[src/efsc_pkg.sv]
// Shared types and constants for the edge-function span coverage unit.
// Used by every module under src; depends on nothing.
package efsc_pkg;

   // Field widths of the beats
   localparam int COORD_W  = 12;
   localparam int COEF_W   = 20;
   localparam int CONST_W  = 40;
   localparam int MASK_W   = 16;
   localparam int EDGES    = 3;

   // Internal arithmetic widths
   // pixel-centre coordinate 2*v+1, signed, with one sign bit above its 13 bits
   localparam int CTR_W    = COORD_W + 2;
   localparam int PROD_W   = COEF_W + CTR_W;
   localparam int VAL_W    = 44;
   localparam int OFF_W    = COEF_W + 5;

   // Request codes
   localparam logic REQ_LOAD = 1'b0;
   localparam logic REQ_SPAN = 1'b1;

   typedef struct packed {
      logic                       req_type;
      logic [1:0]                 edge_index;
      logic signed [COEF_W-1:0]   row_coef;
      logic signed [COEF_W-1:0]   col_coef;
      logic signed [CONST_W-1:0]  const_coef;
      logic [COORD_W-1:0]         row_y;
      logic [COORD_W-1:0]         span_x_start;
      logic [COORD_W-1:0]         span_last_x;
   } req_beat_type;

   typedef struct packed {
      logic [MASK_W-1:0]   coverage_mask;
      logic [COORD_W-1:0]  out_row;
      logic [COORD_W-1:0]  out_x_start;
      logic                any_covered;
   } rsp_beat_type;

   typedef logic signed [VAL_W-1:0] value_type;
   typedef logic signed [OFF_W-1:0] offset_type;

   // Stage load enables of the span pipeline
   typedef struct packed {
      logic s1;
      logic s2;
      logic s3;
      logic s4;
   } adv_type;

endpackage

[src/efsc_lane.sv]
// One pixel lane: adds the lane step to each edge value and tests the signs.
// Depends on efsc_pkg.
module efsc_lane (
   input  logic                  clock,
   input  efsc_pkg::adv_type     adv,
   input  logic                  lane_en,
   input  efsc_pkg::value_type   base [efsc_pkg::EDGES],
   input  efsc_pkg::offset_type  off [efsc_pkg::EDGES],
   output logic                  covered
);

   efsc_pkg::value_type  val [efsc_pkg::EDGES];
   logic                 covered_ff, covered_in;

   // Inside when the lane is enabled and every edge value is zero or positive
   always_comb begin
      covered_in = lane_en;
      for (int e = 0; e < efsc_pkg::EDGES; e++) begin
         val[e] = base[e] + efsc_pkg::VAL_W'(off[e]);
         if (val[e][efsc_pkg::VAL_W-1]) begin
            covered_in = 1'b0;
         end
      end
   end

   always_ff @(posedge clock) begin
      if (adv.s3) begin
         covered_ff <= covered_in;
      end
   end

   assign covered = covered_ff;

endmodule

[config.mk]
export PLATFORM = sky130hd
export DESIGN_NAME = efsc_lane
export DESIGN_NICKNAME = d
export VERILOG_FILES = /design/src/efsc_pkg.sv /design/src/efsc_lane.sv
export SDC_FILE = /design/constraint.sdc
export NUM_CORES = 1
export LEC_CHECK = 0
export BUFFER_PORTS_ARGS = -buffer_cell sky130_fd_sc_hd__buf_2
export CAP_MARGIN = 10
export CORE_ASPECT_RATIO = 0.9
export CORE_MARGIN = 2
export CORE_UTILIZATION = 45
export CTS_CLUSTER_SIZE = 10
export DETAILED_ROUTE_END_ITERATION = 10
export PLACE_DENSITY_LB_ADDON = 0.3
export SETUP_SLACK_MARGIN = 0.1
export SYNTH_ARGS = -nofsm -noshare
export SYNTH_HDL_FRONTEND = slang
export SYNTH_SLANG_ARGS = --single-unit
[constraint.sdc]
create_clock -name clock -period 3.7 [get_ports clock]
set_input_delay 0.555 -clock clock [delete_from_list [all_inputs] [get_ports clock]]
set_output_delay 0.555 -clock clock [all_outputs]
set_load 0.05 [all_outputs]
==> results by stage <==
Run status:
- The run finished with clean final reports.

Route:
- Wire segments on met2 add up to just under 4000 µm in the final route.
- Dividing the detail-routed via count by the number of cells gives ~5.5.
- After detailed routing, the wire length on met1 is 3270 µm.
- The count of nets left with antenna violations once routing finished came out at 0.
- The highest routing layer actually used is met4.
- The number of detailed-routing iterations run before antenna repair is 4.
- After detailed routing, the met3 layer carries 422 µm of wire.
- The wire length reported by the detailed router is 7770 µm.
- The total via count in the routed design is 3342.
- After detailed routing, the average wire length per cell comes to approximately 13 µm.
- In the routed design, unresolved DRC markers number 0.
- The count of routing violations after the opening detailed-route iteration is 54.

Layout:
- The total inserted antenna cells is 0.
- Compared with the post-synthesis result, the final layout area differs by 41.3%.
- The final instance area is 3900 µm².
- The count of non-filler cells in the finished layout is about 610.
- The number of flip-flops in the largest register is 1.
- The number of nets in the layout is 881.
- The layout filler cell count is 516.
- Measured on the finished design, the core utilization comes to 0.649.
- Of the cells placed in the final design, the portion with a size suffix greater than 1 is 0.396.

Placement:
- The count of buffers added on input and output ports is 210.
- Counting tap cells, the placed design contains a total of roughly 610 instances.
- At the end of routability-driven placement, the weighted congestion stood at 0.839.
- After legalization and detailed placement, the total HPWL measured 7320 µm.
- Once placement finished, the instance area stood at 3900 µm².
- Prior to clock tree synthesis, the placed netlist has a worst setup slack of 957 ps.

CTS:
- In this run, post-CTS hold repair placed 0 buffers.
- After clock tree synthesis, the setup repair step added 0 buffers.
- The quantity of gates resized following cts is 0.
- Clock-pin slew was measured on the worst setup and hold paths at 0 ps.

Worst setup path:
- The critical path starts at off[24].
- For the worst setup path, the data required time is 3440 ps.
- Counting both buffers and inverters, the worst setup path holds a total of 1.
- Of all nets on the critical path, the largest fanout is 20.
- The top cell family by delay on the critical path is simple AND/OR/NAND/NOR gates.
- In this run the number of cells on the critical path is 9.
- The type of destination of the critical path is a flop.
- The critical setup path kind is input pin to flop.
- In this run the worst setup path terminates at covered$_SDFFCE_PP0P_.
- The element type at the critical path start is an input pin.
- The arrival time of data at the critical path endpoint is approximately 2500 ps.
- Traced cell by cell, the critical path runs through buf_2 -> ha_1 -> nand4_1 -> nor4_1 -> a221oi_1 -> o211ai_1 -> a31oi_1 -> xnor2_1 -> and4_1.
- The delay of the slowest cell on the worst path is 470 ps.
- On the critical path, the stage with the largest delay is an instance of sky130_fd_sc_hd__nor4_1.

Die:
- The die is 86.6 µm wide.
- The die outline height is 78.3 µm.
- The area of the die is 6780 µm².
- The total area inside the core boundary comes to 6010 µm².
- The number of top-level pins is 214.
- The initial utilization of the core area, before any placement, comes to 0.459.
- The initialized floorplan defines 27 standard-cell rows.

Min path:
- The worst min-delay path class is input pin to flop.

GRT:
- The first global-routing pass estimated around 13000 µm of wire.
- The pin count of the biggest net entering global routing is 21.
- The via count of the first global-routing pass was 3223.
- The initial antenna violation count came to 0.
- The remaining global-route overflow is 0.
- In the global route stage, overall resource usage came out at 0.216.

Pwr:
- Power spread over the standard cell area amounts to 106 nW/µm².
- The largest voltage drop on the vdd net is 48.8 µV.
- The power after layout is 0.415 mW.
- The leakage power is 2.17 nW.

STA:
- Setup violations remaining at the end of the flow were counted as 0.
- Setup repair after global routing left no endpoint under its margin.
- The worst-case hold slack is 776 ps.
- The peak clock frequency supported by timing is 363 MHz.
- The final clock period utilization by the worst path is 0.744.
- The relative max-transition margin is 0.707.
- At the pin with the least slew margin, the transition time is between 400 and 500 ps.
- The number of pins exceeding their max-slew limit in the final report came to 0.
- The worst setup slack after layout is between 900 and 1000 ps.
- The shortest period the worst path allows is about 2800 ps.
- The total count of hold-check failures in the final report is 0.
- For the final routed database, the setup TNS stands at 0 ps.

Synthesis:
- Yosys mapped the design onto 30 distinct sky130hd cell types.
- Counting flops and latches in the post-synthesis netlist gives 1.
- The most common flop cell mapped by yosys is sky130_fd_sc_hd__edfxtp_1.
- The average cell area after synthesis is 8.37 µm².
- The number of synthesized flops with an enable pin is 1.
- The number of warnings issued by yosys is 0.
- The synthesized cell area is 2760 µm².
- The gate count after technology mapping is 330.
- The number of nets in the synthesized netlist is between 600 and 700.
- The async set-reset flop share out of synthesis is 0.
- The part of the Yosys area used for sequential elements is 0.0109.

Run:
- The max capacitance violation total is 0.
## worst min path at each step
stage,cells after the start,slack [ps],start,to
2_1_floorplan,0,670,adv[1],covered$_SDFFCE_PP0P_
3_3_place_gp,1,770,adv[1],covered$_SDFFCE_PP0P_
3_5_place_dp,1,780,adv[1],covered$_SDFFCE_PP0P_
4_1_cts,1,780,adv[1],covered$_SDFFCE_PP0P_
5_1_grt,1,780,adv[1],covered$_SDFFCE_PP0P_
6_report,1,780,adv[1],covered$_SDFFCE_PP0P_
## layout make-up
class	count	area [µm²]	area share
inverter	4	15.0	0.00385
multi-input combinational	325	2720	0.696
sequential	1	30.0	0.00769
tap	72	90.1	0.0231
timing repair buffer	210	1050	0.269
## synthesized netlist by cell type, drive strengths merged, types with 3 or more instances
| library cell | n | area share |
|---|---|---|
| a2111oi | 4 | 0.013 |
| ha | 126 | 0.57 |
| xnor2 | 6 | 0.019 |
| nand2 | 36 | 0.049 |
| a221oi | 5 | 0.020 |
| o21ai | 17 | 0.031 |
| and4 | 10 | 0.033 |
| nor2 | 11 | 0.015 |
| a21oi | 50 | 0.091 |
| a211oi | 7 | 0.019 |
| a31oi | 3 | 0.0068 |
| nor3 | 3 | 0.0054 |
| nand3 | 11 | 0.020 |
| nand4 | 17 | 0.039 |
| inv | 4 | 0.0054 |
| o211ai | 5 | 0.014 |
## logic make-up (layout without fill, tap and decap cells)
| kind of cell | Yosys count | after routing | synth area share |
|---|---|---|---|
| fa+ha+maj | 126 | 126 | 0.571 |
| compound gates | 101 | 101 | 0.224 |
| simple gates | 92 | 92 | 0.170 |
| xor+xnor | 6 | 6 | 0.0190 |
| buf+inv | 4 | 214 | 0.00544 |
| flops | 1 | 1 | 0.0109 |
## placed cells by master (no fill, tap or decap), drive strengths merged
| master | count |
|---|---|
| a21boi | 1 |
| nand2 | 36 |
| nand4 | 17 |
| a21o | 2 |
| o211ai | 5 |
| nor4 | 2 |
| nand3 | 11 |
| ha | 126 |
| buf | 210 |
| o221ai | 2 |
| o21ai | 17 |
| and2 | 2 |
| a21oi | 50 |
| inv | 4 |
| a211oi | 7 |
| xnor2 | 6 |
| o2111ai | 2 |
| a31oi | 3 |
| nor3 | 3 |
| a221o | 1 |
| a221oi | 5 |
| and4 | 10 |
| a2111oi | 4 |
| nor2 | 11 |
| edfxtp | 1 |
| a22oi | 2 |
## power by group
| part | switching (mW) | internal (mW) | total, mW |
|---|---|---|---|
| combinational | 0.193 | 0.208 | 0.401 |
| sequential | 0.000186 | 0.0141 | 0.0143 |
| clock | 0 | 0 | 0 |
| total | 0.193 | 0.222 | 0.415 |
## routing by layer
metal  vias to the layer above  global-route usage
met5                         -                   0
met4                         0              0.0297
met3                        12              0.0242
met2                        95               0.416
met1                      1473               0.259
li1                       1762                   -
(Power assumes the default switching activity.)
