[src/efsc_pkg.sv]
// Shared types and constants for the edge-function span coverage unit.
// Used by every module under src; depends on nothing.
package efsc_pkg;

   // Field widths of the beats
   localparam int COORD_W  = 12;
   localparam int COEF_W   = 20;
   localparam int CONST_W  = 40;
   localparam int MASK_W   = 16;
   localparam int EDGES    = 3;

   // Internal arithmetic widths
   // pixel-centre coordinate 2*v+1, signed, with one sign bit above its 13 bits
   localparam int CTR_W    = COORD_W + 2;
   localparam int PROD_W   = COEF_W + CTR_W;
   localparam int VAL_W    = 44;
   localparam int OFF_W    = COEF_W + 5;

   // Request codes
   localparam logic REQ_LOAD = 1'b0;
   localparam logic REQ_SPAN = 1'b1;

   typedef struct packed {
      logic                       req_type;
      logic [1:0]                 edge_index;
      logic signed [COEF_W-1:0]   row_coef;
      logic signed [COEF_W-1:0]   col_coef;
      logic signed [CONST_W-1:0]  const_coef;
      logic [COORD_W-1:0]         row_y;
      logic [COORD_W-1:0]         span_x_start;
      logic [COORD_W-1:0]         span_last_x;
   } req_beat_type;

   typedef struct packed {
      logic [MASK_W-1:0]   coverage_mask;
      logic [COORD_W-1:0]  out_row;
      logic [COORD_W-1:0]  out_x_start;
      logic                any_covered;
   } rsp_beat_type;

   typedef logic signed [VAL_W-1:0] value_type;
   typedef logic signed [OFF_W-1:0] offset_type;

   // Stage load enables of the span pipeline
   typedef struct packed {
      logic s1;
      logic s2;
      logic s3;
      logic s4;
   } adv_type;

endpackage

[src/efsc_merge.sv]
// Merge stage: gathers the lane bits into the coverage mask and result beat.
// Depends on efsc_pkg.
module efsc_merge #(
   parameter int LANES = 16
) (
   input  logic                          clock,
   input  efsc_pkg::adv_type             adv,
   input  logic [LANES-1:0]              lane_bits,
   input  logic [efsc_pkg::COORD_W-1:0]  row,
   input  logic [efsc_pkg::COORD_W-1:0]  x_start,
   output efsc_pkg::rsp_beat_type        rsp_beat
);

   efsc_pkg::rsp_beat_type rsp_ff, rsp_in;

   // Build the result beat; mask bits above the lane count stay clear
   always_comb begin
      rsp_in.coverage_mask = efsc_pkg::MASK_W'(lane_bits);
      rsp_in.out_row       = row;
      rsp_in.out_x_start   = x_start;
      rsp_in.any_covered   = |lane_bits;
   end

   always_ff @(posedge clock) begin
      if (adv.s4) begin
         rsp_ff <= rsp_in;
      end
   end

   assign rsp_beat = rsp_ff;

endmodule
[config.mk]
export PLATFORM = sky130hd
export DESIGN_NAME = efsc_merge
export DESIGN_NICKNAME = d
export VERILOG_FILES = /design/src/efsc_pkg.sv /design/src/efsc_merge.sv
export SDC_FILE = /design/constraint.sdc
export NUM_CORES = 1
export LEC_CHECK = 0
export ABC_AREA = 1
export ABC_CLOCK_PERIOD_IN_PS = 990
export BUFFER_PORTS_ARGS = -buffer_cell sky130_fd_sc_hd__buf_2
export CAP_MARGIN = 10
export CORE_ASPECT_RATIO = 1.5
export CORE_MARGIN = 1
export CORE_UTILIZATION = 40
export CTS_BUF_LIST = sky130_fd_sc_hd__clkbuf_4 sky130_fd_sc_hd__clkbuf_8 sky130_fd_sc_hd__clkbuf_16
export DETAILED_ROUTE_END_ITERATION = 16
export PLACE_DENSITY = 0.77
export SYNTH_ARGS = -nofsm -noshare
export SYNTH_HDL_FRONTEND = slang
export SYNTH_SLANG_ARGS = --single-unit
export TNS_END_PERCENT = 20
[constraint.sdc]
create_clock -name clock -period 0.99 [get_ports clock]
set_clock_uncertainty 0.2 [all_clocks]
set_input_delay 0.1485 -clock clock [delete_from_list [all_inputs] [get_ports clock]]
set_output_delay 0.1485 -clock clock [all_outputs]
set_load 0.03 [all_outputs]
==> flow_summary.ini, run 1 <==
[outcome]
status = complete, but fails checks
violations = setup timing

[place]
place_inst = 179
gp_congestion = 0.740
post-dp-hpwl_um = 1890
portBuffers = 82

[drt]
ant_nets = 0
drt-met1-wl_um = 1090
highest_layer = met4
wl_met3_um = 395
vias_per_cell = 4.53
wl_met2_um = 1870
wl_per_cell_um = 15.1
drt_iter0_markers = 29
drc_errors = 0
vias = 1029
dr.pass1.iters = 3
drt_wl_total_um = 3420

[synthesis]
synthesis.nets = 101
yosysTopAreaCell = edfxtp_1
synth.avg_cell_area_um2 = 23.0
synth_cell_type_count = 3
ys_warn_count = 0
synthCells = 56
synth_top_area_share_pct = 95.6
ys_seq_elements = 41
syn-cell-area_um2 = 1290
ys_seq_area_share_pct = 95.6
synthTopCellsByArea = edfxtp_1 (96%), nor2_1 (2.9%), nand2_1 (1.5%)

[worst_setup_path]
critPathKind = register to primary output
crit_family = flip-flops
cpMaxStageDelayCell = edfxtp_1
endpoint_kind = primary output
worstPathMaxFanout = 1
critPathLaunchType = register
worstPathCellList = buf_6
path_buf_inv = 1
required_ns = 0.64
cpPeakStageDelay_ns = 0.41
worst_ep_arrival_time_ns = 0.86

[die]
die_x_um = 48.3
dieArea_um2 = 3450
start_util_pct = 43.3
core_area_um2 = 2970
ios = 86
num_rows = 24
die_h_um = 71.5

[flow_run]
drv_cap = 0

[timing]
rsz0062_at_grt = yes
period_needed_ns = 1.21
setup_ws_ns = -0.216
fmax_mhz = 829
finalSetupViolCount = 41
finalHoldViolCount = 0
fin_crit_sh_pct = 122
tightest_slew_ns = 0.141
max-slew-margin-rel_pct = 90.6
holdWs_ns = 0.0291
slew_violations = 0

[grt]
grt_max_degree = 25
grt_usage_pct = 21.8
grt_pass1_wl_um = 5240
gr-total-overflow = 0
antenna_found_initial = 0
grt_pass1_vias = 1118

[pwr]
cellLeakagePower_nw = 1.06
pwr-share-seq_pct = 53.8
p_per_area_nw_per_um2 = 1570
clkPwrFrac_pct = 25.1
p_int_mw = 2.95
swShare_pct = 25.3
p_sw_mw = 1.00
vdd_drop_max_mv = 1.41
p_comb_share_pct = 21.1

[clock_network]
numClockSinks = 41
cts-buffers-inserted = 5
cts_buffer_depth = 2
root_buffer = clkbuf_8
htreeDepth = 2
cts_setup_buffers = 0
cts_tree = yes
cts.clk_slew.worst_paths_ns = 0.07

[layout]
fillCellCount = 129
largest_reg_flops = 41
fin_cells = 227
syn_to_final_growth_pct = 96.1
antennaDiodeCount = 0
drive_gt1_share_pct = 47.9
finalNetCount = 232

[worst_hold_path]
hp-class = input pin to register
## cell usage after synthesis, drive strengths merged
cell type and instances:
edfxtp 41, nand2 5, nor2 10
## per-stage QoR
| stage | util, % | setup WS (ns) | setup TNS [ns] | cell area, µm² | total power [mW] |
|---|---|---|---|---|---|
| final | 84.9 | -0.216 | -7.65 | 2520 | 3.96 |
| after global routing | 84.9 | -0.245 | -8.85 | 2520 | 4.08 |
| after CTS | 84.9 | -0.228 | -7.85 | 2520 | 3.97 |
| after detailed placement | 60.1 | -0.0589 | -0.0589 | 1790 | 2.68 |
| after global placement | 60.1 | -0.0313 | -0.0313 | 1790 | 2.66 |
| after floorplan | - | 0.125 | 0 | 1290 | 2.42 |
## worst paths after layout
check	end	slack [ns]	from	depth (start not counted)
max	rsp_beat[27]	-0.22	rsp_beat[27]$_DFFE_PP_	1
min	rsp_beat[0]$_DFFE_PP_	0.03	lane_bits[8]	5
## repair_timing
action                                  4_1_cts  5_1_grt
hold endpoints to repair                     40        0
hold buffers                                 40        0
gates resized for setup                      82        0
gates cloned                                  0        0
endpoints found under the setup margin       41       41
## cells by family (layout without fill, tap and decap cells)
logic type	after synthesis	in the layout	share of synthesized area, %
flops	41	41	95.6
buf+inv	0	132	0
simple gates	15	15	4.37
## metal layers
metal / GRT usage, % / vias to the layer above
li1: - / 477
met1: 19.0 / 483
met2: 40.1 / 62
met3: 11.7 / 7
met4: 10.1 / 0
met5: 0 / -
## layout by cell type, fill, tap and decap left out
cell type      instances
nor2_1                10
edfxtp_1              41
buf_2                 41
dlygate4sd3_1         40
clkinv_2               1
clkbuf_8               5
buf_12                 2
nand2_1                5
buf_6                 41
clkinv_1               2
## power by group through the flow
stage          combinational (mW)  clock, mW  sequential, mW
2_1_floorplan             0.00918          0            2.41
3_3_place_gp                0.539          0            2.12
3_5_place_dp                0.551          0            2.13
4_1_cts                     0.825       1.02            2.13
5_1_grt                     0.869       1.07            2.14
6_report                    0.835      0.995            2.13
## area by class of cell
cell class | instances | area [µm²] | share of cell area, %
Sequential cell | 41 | 1230 | 48.8
Timing Repair Buffer | 124 | 1110 | 43.9
Clock buffer | 5 | 68.8 | 2.73
Multi-Input combinational cell | 15 | 56.3 | 2.23
Tap cell | 39 | 48.8 | 1.93
Clock inverter | 3 | 12.5 | 0.496
## worst min-delay path, cell delays in order
cell	delay (ns)
buf_2	0.09
nor2_1	0.04
nand2_1	0.05
nor2_1	0.05
nand2_1	0.05
No activity file was read; power rests on OpenSTA's default activity.
==> inputs of run 2 (changes only) <==
CAP_MARGIN = unset   (was 10)
CELL_PAD_IN_SITES_DETAIL_PLACEMENT = 0   (was unset)
CELL_PAD_IN_SITES_GLOBAL_PLACEMENT = 1   (was unset)
CORE_UTILIZATION = 31   (was 40)
MAX_ROUTING_LAYER = met4   (was unset)
PLACE_DENSITY = unset   (was 0.77)
PLACE_DENSITY_LB_ADDON = 0.1   (was unset)
==> flow_summary.ini, run 2 (synthesis results as in run 1) <==
[worst_setup_path]
critPathKind = register to primary output
required_ns = 0.64
path_buf_inv = 1
startpoint = rsp_beat[17]$_DFFE_PP_
endpoint = rsp_beat[17]
crit_family = flip-flops
cpPeakStageDelay_ns = 0.41
worstPathCellList = buf_6
critPathLaunchType = register
worst_ep_arrival_time_ns = 0.85
worstSetupPathDepth = 1
cpMaxStageDelayCell = edfxtp_1
endpoint_kind = primary output
worstPathMaxFanout = 1

[timing]
fmax_mhz = 837
fin_crit_sh_pct = 121
finalSetupViolCount = 41
tightest_slew_ns = 0.150
slew_violations = 0
period_needed_ns = 1.20
finalHoldViolCount = 2
max-slew-margin-rel_pct = 90.0
holdWs_ns = -0.0590
rsz0062_at_grt = yes
setup_ws_ns = -0.205

[drt]
drt_iter0_markers = 7
drc_errors = 0
wl_per_cell_um = 13.0
highest_layer = met4
wl_met2_um = 1720
drt_wl_total_um = 3030
vias_per_cell = 4.13
vias = 963
drt-met1-wl_um = 1060
wl_met3_um = 197
dr.pass1.iters = 3
ant_nets = 0

[grt]
grt_max_degree = 28
antenna_found_initial = 0
grt_usage_pct = 14.9
grt_pass1_wl_um = 4320
grt_pass1_vias = 986
gr-total-overflow = 0

[die]
die_h_um = 80.9
die_x_um = 54.6
ios = 86
num_rows = 28
start_util_pct = 32.5
dieArea_um2 = 4420
core_area_um2 = 3960

[pwr]
pwr-share-seq_pct = 49.9
p_sw_mw = 1.00
p_comb_share_pct = 19.3
cellLeakagePower_nw = 1.07
clkPwrFrac_pct = 30.7
p_int_mw = 3.25
power_mw = 4.25
vdd_drop_max_mv = 1.47
swShare_pct = 23.6
p_per_area_nw_per_um2 = 1660

[layout]
syn_to_final_growth_pct = 98.5
final_cell_mix = buf_2 (41), buf_6 (41), edfxtp_1 (41)
antennaDiodeCount = 0
drive_gt1_share_pct = 49.5
finalNetCount = 232
final_util_pct = 64.6
fin_area_um2 = 2560
fillCellCount = 302
largest_reg_flops = 41

[clock_network]
cts-buffers-inserted = 5
numClockSinks = 41
root_buffer = clkbuf_8
htreeDepth = 2
cts_buffer_depth = 2
cts_hold_buffers = 38
cts.clk_slew.worst_paths_ns = 0.07
cts_tree = yes

[place]
placed_area_um2 = 1810
gp_congestion = 0.584
portBuffers = 82

[outcome]
violations = hold timing, setup timing
status = complete, but fails checks

[worst_hold_path]
hp-class = input pin to register

[flow_run]
drv_cap = 0
[run 2: changes by cell type in the layout (fill, tap and decap cells not counted), sizes merged]
cell,previous run,this run
buf,84,86
clkinv,3,1
dlygate4sd3,40,38
bufinv,0,1
clkbuf,5,6
[run 2: timing repair]
item	in CTS	in global routing
cloned	0	0
setup endpoints to repair	41	41
hold endpoints to repair	40	2
resized for setup	82	0
setup buffers	0	0
[run 2: area by class of cell]
| type | instances | area (µm²) | area share [%] |
|---|---|---|---|
| clock buffer | 6 | 76.3 | 2.99 |
| clock inverter | 2 | 33.8 | 1.32 |
| multi-input combinational | 15 | 56.3 | 2.20 |
| sequential | 41 | 1230 | 48.2 |
| tap | 45 | 56.3 | 2.20 |
| timing repair buffer | 124 | 1100 | 43.1 |
[run 2: how the worst min path moves through the flow]
stage | startpoint | end | slack, ns | depth (start not counted)
2_1_floorplan | x_start[9] | rsp_beat[10]$_DFFE_PP_ | 0.05 | 0
3_3_place_gp | row[0] | rsp_beat[13]$_DFFE_PP_ | 0.13 | 1
3_5_place_dp | row[4] | rsp_beat[17]$_DFFE_PP_ | 0.13 | 1
4_1_cts | lane_bits[12] | rsp_beat[37]$_DFFE_PP_ | -0.07 | 2
5_1_grt | lane_bits[12] | rsp_beat[37]$_DFFE_PP_ | -0.07 | 2
6_report | lane_bits[13] | rsp_beat[38]$_DFFE_PP_ | -0.06 | 2
[run 2: layer usage]
layer  vias up  track usage (%)
li1        472                -
met1       436             13.5
met2        49             26.7
met3         6             4.87
met4         0             6.15
met5         -                -
[run 2: stage by stage]
step                      setup WS, ns  cells  TNS (ns)
after floorplan                  0.125     56         0
after global routing            -0.245    233     -9.00
after global placement         -0.0776    187    -0.274
after detailed placement       -0.0854    187    -0.967
final                           -0.205    233     -7.42
after CTS                       -0.222    233     -8.04
[run 2: power by group through the flow]
stage	sequential (mW)	clock, mW	combinational (mW)
after detailed placement	2.13	0	0.557
after global routing	2.14	1.40	0.864
after global placement	2.12	0	0.550
after floorplan	2.41	0	0.00918
after CTS	2.13	1.35	0.823
final	2.12	1.31	0.822
