### config.mk
export PLATFORM = sky130hd
export DESIGN_NAME = efsc_edge
export DESIGN_NICKNAME = d
export VERILOG_FILES = /design/src/efsc_pkg.sv /design/src/efsc_edge.sv
export SDC_FILE = /design/constraint.sdc
export NUM_CORES = 2
export LEC_CHECK = 0
export ABC_AREA = 1
export BUFFER_PORTS_ARGS = -buffer_cell sky130_fd_sc_hd__buf_2
export CORE_MARGIN = 2
export CORE_UTILIZATION = 55
export DETAILED_ROUTE_END_ITERATION = 12
export PLACE_DENSITY = 0.73
export SETUP_SLACK_MARGIN = 0.5
export SYNTH_ARGS = -nofsm -noshare
export SYNTH_HDL_FRONTEND = slang
export SYNTH_SLANG_ARGS = --single-unit
export TNS_END_PERCENT = 20
### constraint.sdc
create_clock -name clock -period 9.1 [get_ports clock]
set_input_delay 0.91 -clock clock [delete_from_list [all_inputs] [get_ports clock]]
set_output_delay 0.91 -clock clock [all_outputs]
set_load 0.01 [all_outputs]
### src/efsc_pkg.sv
// Shared types and constants for the edge-function span coverage unit.
// Used by every module under src; depends on nothing.
package efsc_pkg;

   // Field widths of the beats
   localparam int COORD_W  = 12;
   localparam int COEF_W   = 20;
   localparam int CONST_W  = 40;
   localparam int MASK_W   = 16;
   localparam int EDGES    = 3;

   // Internal arithmetic widths
   // pixel-centre coordinate 2*v+1, signed, with one sign bit above its 13 bits
   localparam int CTR_W    = COORD_W + 2;
   localparam int PROD_W   = COEF_W + CTR_W;
   localparam int VAL_W    = 44;
   localparam int OFF_W    = COEF_W + 5;

   // Request codes
   localparam logic REQ_LOAD = 1'b0;
   localparam logic REQ_SPAN = 1'b1;

   typedef struct packed {
      logic                       req_type;
      logic [1:0]                 edge_index;
      logic signed [COEF_W-1:0]   row_coef;
      logic signed [COEF_W-1:0]   col_coef;
      logic signed [CONST_W-1:0]  const_coef;
      logic [COORD_W-1:0]         row_y;
      logic [COORD_W-1:0]         span_x_start;
      logic [COORD_W-1:0]         span_last_x;
   } req_beat_type;

   typedef struct packed {
      logic [MASK_W-1:0]   coverage_mask;
      logic [COORD_W-1:0]  out_row;
      logic [COORD_W-1:0]  out_x_start;
      logic                any_covered;
   } rsp_beat_type;

   typedef logic signed [VAL_W-1:0] value_type;
   typedef logic signed [OFF_W-1:0] offset_type;

   // Stage load enables of the span pipeline
   typedef struct packed {
      logic s1;
      logic s2;
      logic s3;
      logic s4;
   } adv_type;

endpackage

### src/efsc_edge.sv
// One edge: coefficient store, product stage and base/lane-offset stage.
// Depends on efsc_pkg.
module efsc_edge #(
   parameter int LANES = 16
) (
   input  logic                                   clock,
   input  logic                                   reset,
   input  efsc_pkg::adv_type                      adv,
   input  logic                                   wr_en,
   input  logic signed [efsc_pkg::COEF_W-1:0]     row_coef,
   input  logic signed [efsc_pkg::COEF_W-1:0]     col_coef,
   input  logic signed [efsc_pkg::CONST_W-1:0]    const_coef,
   input  logic signed [efsc_pkg::CTR_W-1:0]      ty,
   input  logic signed [efsc_pkg::CTR_W-1:0]      tx,
   output efsc_pkg::value_type                    base,
   output efsc_pkg::offset_type                   lane_off [LANES]
);

   logic signed [efsc_pkg::COEF_W-1:0]   row_ff, col_ff;
   logic signed [efsc_pkg::CONST_W-1:0]  const_ff;
   logic signed [efsc_pkg::PROD_W-1:0]   pa_ff, pa_in, pb_ff, pb_in;
   logic signed [efsc_pkg::COEF_W-1:0]   b1_ff;
   logic signed [efsc_pkg::CONST_W-1:0]  c1_ff;
   efsc_pkg::value_type                  base_ff, base_in;
   efsc_pkg::offset_type                 off_ff [LANES];
   efsc_pkg::offset_type                 off_in [LANES];

   // Coefficient store, cleared to the all-covering zero edge
   always_ff @(posedge clock) begin
      if (reset) begin
         row_ff   <= '0;
         col_ff   <= '0;
         const_ff <= '0;
      end else if (wr_en) begin
         row_ff   <= row_coef;
         col_ff   <= col_coef;
         const_ff <= const_coef;
      end
   end

   // Stage 1: row and first-column products
   assign pa_in = efsc_pkg::PROD_W'(row_ff) * efsc_pkg::PROD_W'(ty);
   assign pb_in = efsc_pkg::PROD_W'(col_ff) * efsc_pkg::PROD_W'(tx);

   always_ff @(posedge clock) begin
      if (adv.s1) begin
         pa_ff <= pa_in;
         pb_ff <= pb_in;
         b1_ff <= col_ff;
         c1_ff <= const_ff;
      end
   end

   // Stage 2: edge value at lane 0, and the step 2*b*i of each lane
   assign base_in = efsc_pkg::VAL_W'(pa_ff) + efsc_pkg::VAL_W'(pb_ff)
                    + (efsc_pkg::VAL_W'(c1_ff) <<< 1);

   for (genvar i = 0; i < LANES; i++) begin : g_off
      assign off_in[i] = efsc_pkg::OFF_W'(b1_ff) * efsc_pkg::OFF_W'(2 * i);
   end

   always_ff @(posedge clock) begin
      if (adv.s2) begin
         base_ff <= base_in;
         off_ff  <= off_in;
      end
   end

   assign base     = base_ff;
   assign lane_off = off_ff;

endmodule

==> metrics.txt <==
# TYPE chip_impl_metric gauge
chip_impl_metric{name="drtIter0Drc",unit=""} 3069
chip_impl_metric{name="max-clock-path-buffers",unit=""} 3
chip_impl_info{name="cts_tree",value="done"} 1
chip_impl_metric{name="path_max_fanout",unit=""} 16
chip_impl_metric{name="post_cts_resized",unit=""} 0
chip_impl_metric{name="finish.net_count",unit=""} 7931
chip_impl_metric{name="avgRoutedWirePerCell",unit="um"} 18.6
chip_impl_metric{name="numCtsBuffers",unit=""} 47
chip_impl_metric{name="synthesis.instances",unit=""} 6506
chip_impl_metric{name="synth_seq_area_share",unit="%"} 22.6
chip_impl_metric{name="fin_cells",unit=""} 8051
chip_impl_metric{name="routed-via-count",unit=""} 41900
chip_impl_metric{name="synthAdderAreaFrac",unit="%"} 34.9
chip_impl_metric{name="clk_latency",unit="ps"} 630
chip_impl_metric{name="dp.cells",unit=""} 7964
chip_impl_metric{name="row_count",unit=""} 112
chip_impl_metric{name="final_min_period_over_clock_period",unit="%"} 71.3
chip_impl_metric{name="arrival",unit="ps"} 6850
chip_impl_metric{name="timing.final.max_slew_violations",unit=""} 0
chip_impl_metric{name="route.antenna.remaining_nets",unit=""} 0
chip_impl_metric{name="compound_cell_area_share_of_the_yosys_netlist",unit="%"} 5.00
chip_impl_info{name="netlist_top_cells_area",value="sky130_fd_sc_hd__fa_1 26%, sky130_fd_sc_hd__edfxtp_1 20%, sky130_fd_sc_hd__nand2_1 13%"} 1
chip_impl_metric{name="route.detailed.vias_per_inst",unit=""} 5.21
chip_impl_metric{name="dieWidth",unit="um"} 312
chip_impl_metric{name="timing.critical_path.required",unit="ps"} 9460
chip_impl_metric{name="die_height",unit="um"} 312
chip_impl_metric{name="area_growth_syn_to_layout",unit="%"} 7.18
chip_impl_info{name="synth.top_cells.by_count",value="1,767 x sky130_fd_sc_hd__nand2_1, 1,544 x sky130_fd_sc_hd__inv_1, 666 x sky130_fd_sc_hd__fa_1"} 1
chip_impl_info{name="sort_of_element_at_the_start_of_the_critical_path",value="flop"} 1
chip_impl_info{name="worstHoldPathType",value="flop to flop"} 1
chip_impl_metric{name="yosys.area.top_type_share",unit="%"} 25.5
chip_impl_metric{name="wl_met1",unit="mm"} 61.8
chip_impl_metric{name="die_area",unit="um2"} 97400
chip_impl_metric{name="pin_count_of_the_biggest_net_entering_global_routing",unit=""} 86
chip_impl_metric{name="synth_async_sr_flop_share",unit="%"} 0
chip_impl_info{name="route.top_layer_used",value="met5"} 1
chip_impl_metric{name="synth-simple-area-share",unit="%"} 19.2
chip_impl_metric{name="rrSetupSlack",unit="ps"} 2610
chip_impl_info{name="regToRegStartpoint",value="col_ff[19]"} 1
chip_impl_info{name="startpoint_of_the_worst_setup_timing_path",value="col_ff[19]"} 1
chip_impl_metric{name="pwr_density_cell",unit="nW/um2"} 282
chip_impl_info{name="worstSetupEndpointType",value="flop"} 1
chip_impl_metric{name="avgSynthCellArea",unit="um2"} 8.02
chip_impl_info{name="synth_flop_cell",value="sky130_fd_sc_hd__edfxtp_1"} 1
chip_impl_metric{name="power.leakage",unit="nW"} 31.4
chip_impl_metric{name="drt-pass1-iter-count",unit=""} 7
chip_impl_metric{name="max_slew.worst_pin.slew",unit="ps"} 1100
chip_impl_metric{name="gp_congestion",unit=""} 1.00
chip_impl_metric{name="wirelength",unit="mm"} 150
chip_impl_metric{name="grt_usage",unit="%"} 31.0
chip_impl_metric{name="detailroute.wirelength.met3",unit="mm"} 9.44
chip_impl_metric{name="grt_pass1_wl",unit="mm"} 234
chip_impl_info{name="run_status",value="complete, no violations"} 1
chip_impl_metric{name="maxSlewHeadroom",unit="%"} 26.7
chip_impl_metric{name="share_of_synthesized_area_spent_on_multiplexers",unit="%"} 0
chip_impl_metric{name="number_of_distinct_library_cells_after_synthesis",unit=""} 46
chip_impl_info{name="yosys.area.top_type",value="sky130_fd_sc_hd__fa_1"} 1
chip_impl_info{name="largest_family_of_logic_cells_by_synthesized_area",value="adder cells"} 1
chip_impl_metric{name="worst_setup_hold_path_clk_slew",unit="ps"} 90
chip_impl_metric{name="synthesis.yosys.warnings",unit=""} 0
chip_impl_info{name="worst_hold_startpoint",value="const_ff[26]"} 1
chip_impl_metric{name="post_synth_xor_area_fraction",unit="%"} 2.84
chip_impl_metric{name="grt_antenna_before_repair",unit=""} 3
chip_impl_info{name="cts.root.buffer_cell",value="sky130_fd_sc_hd__clkbuf_16"} 1
chip_impl_metric{name="setup-tns-final",unit="ps"} 0
chip_impl_metric{name="vias_in_the_first_global_route",unit=""} 42200
chip_impl_metric{name="yosys_register_bits",unit=""} 420
chip_impl_metric{name="proportion_of_layout_cells_with_a_drive_suffix_above_1",unit="%"} 9.56
chip_impl_metric{name="wl_met2",unit="mm"} 71.9
chip_impl_metric{name="min_tclk_post_route",unit="ps"} 6490
chip_impl_metric{name="dp.final_hpwl",unit="mm"} 125
chip_impl_metric{name="maxClockFrequency",unit="MHz"} 154
chip_impl_metric{name="gr_ovfl_total",unit=""} 0
chip_impl_metric{name="tritoncts_num_sinks",unit=""} 420
chip_impl_metric{name="cts_setup_buffers",unit=""} 0
chip_impl_info{name="yosys.cell_count.top_type",value="sky130_fd_sc_hd__nand2_1"} 1
chip_impl_metric{name="setup_viol",unit=""} 0
chip_impl_metric{name="syn_area",unit="um2"} 52200
chip_impl_metric{name="portBuffers",unit=""} 505
chip_impl_metric{name="core_area",unit="um2"} 93700
chip_impl_info{name="rsz0062_at_grt",value="false"} 1
chip_impl_metric{name="finalHoldViolCount",unit=""} 0
chip_impl_metric{name="ctsHtreeMaxLevel",unit=""} 2
chip_impl_metric{name="peakVddDrop",unit="V"} 0.000264
chip_impl_metric{name="max_cap_viol_count",unit=""} 0
chip_impl_metric{name="initial_utilization",unit="%"} 55.7
chip_impl_metric{name="route.detailed.drc",unit=""} 0
chip_impl_info{name="critical_path_type",value="flop to flop"} 1
chip_impl_metric{name="boundaryPins",unit=""} 559
chip_impl_metric{name="worst_clk_skew",unit="ps"} 33.0
chip_impl_metric{name="synth_enable_flop_cells",unit=""} 340
chip_impl_metric{name="holdBufCountCts",unit=""} 0
-- cells in the final DEF, fill, tap and decap left out, types with 22 or more instances in the layout --
cell type and n:
sky130_fd_sc_hd__o21ai_0 102, sky130_fd_sc_hd__buf_2 501, sky130_fd_sc_hd__xor2_1 143, sky130_fd_sc_hd__nand3_1 208, sky130_fd_sc_hd__nand4_1 87, sky130_fd_sc_hd__inv_1 1544
sky130_fd_sc_hd__nand2_1 1767, sky130_fd_sc_hd__edfxtp_1 340, sky130_fd_sc_hd__nor2_1 309, sky130_fd_sc_hd__dfxtp_1 80, sky130_fd_sc_hd__a21oi_1 300, sky130_fd_sc_hd__fa_1 666
sky130_fd_sc_hd__nor3_1 22, sky130_fd_sc_hd__xnor2_1 26, sky130_fd_sc_hd__conb_1 51, sky130_fd_sc_hd__ha_1 391, sky130_fd_sc_hd__clkbuf_16 49, sky130_fd_sc_hd__a21o_1 22
-- registers in the layout (all words and copies together) (netlist names) --
| signal | count |
|---|---|
| pb_ff | 34 |
| c1_ff | 40 |
| col_ff | 20 |
| pa_ff | 34 |
| lane_off | 170 |
| b1_ff | 20 |
| row_ff | 20 |
| base | 42 |
| const_ff | 40 |
-- worst paths after layout --
path	end	depth (start not counted)
hold / removal	c1_ff[26]	0
setup / recovery	pb_ff[31]	18
hold reg to reg	c1_ff[26]	0
setup reg to reg	pb_ff[31]	18
-- where the power goes --
group	total (W)	internal [W]	switching, W
logic	0.0105	0.00356	0.00694
clock network	0.00198	0.00115	0.000829
registers	0.00330	0.00293	0.000365
-- per-stage QoR --
stage                     hold WS [ps]  total power (W)  setup WS, ps  util, %  instance area, um2
after floorplan                    409           0.0106          2830        -               52400
after global placement             413           0.0136          2260     58.0               54300
after detailed placement           414           0.0137          2210     58.0               54300
after CTS                          427           0.0158          2690     59.7               55900
after global routing               431           0.0173          2100     59.7               55900
final                              429           0.0158          2610     59.7               55900
-- cells by family (layout without fill, tap and decap cells) --
family | after synthesis | in the layout
buffers and inverters | 1911 | 2151
AOI/OAI and AO/OA | 481 | 481
xor gates and xnor gates | 169 | 169
DFF | 420 | 420
adders and majority gates | 1057 | 1057
other | 1 | 52
and+or+nand+nor | 2467 | 2467
-- metal layers --
layer | track usage [%] | vias to the layer above
met2 | 53.0 | 1534
met1 | 40.6 | 20300
met5 | 0 | -
met3 | 3.52 | 258
met4 | 12.0 | 2
li1 | - | 19900
-- critical path: stages, from the launching register on --
cell,delay (ps)
sky130_fd_sc_hd__dfxtp_1,880
sky130_fd_sc_hd__nand2_1,300
sky130_fd_sc_hd__fa_1,590
sky130_fd_sc_hd__fa_1,770
sky130_fd_sc_hd__inv_1,190
sky130_fd_sc_hd__fa_1,510
sky130_fd_sc_hd__inv_1,50
sky130_fd_sc_hd__fa_1,550
sky130_fd_sc_hd__fa_1,430
sky130_fd_sc_hd__fa_1,510
sky130_fd_sc_hd__inv_1,50
sky130_fd_sc_hd__ha_1,360
sky130_fd_sc_hd__nand2_1,120
sky130_fd_sc_hd__nor2_1,170
sky130_fd_sc_hd__nand2_1,120
sky130_fd_sc_hd__nor4_1,230
sky130_fd_sc_hd__nand2_1,190
sky130_fd_sc_hd__nand3_1,120
sky130_fd_sc_hd__nand2_1,70
-- layout make-up --
cell class	count	area, um2
flip-flops and latches	420	11800
inverters	1549	5810
diodes	1	2.50
clock buffers	61	1320
repair buffers	516	2630
clock inverters	25	274
fillers	8545	37800
multi-input cells	4225	32500
well taps	1254	1570
(Power assumes the default switching activity.)
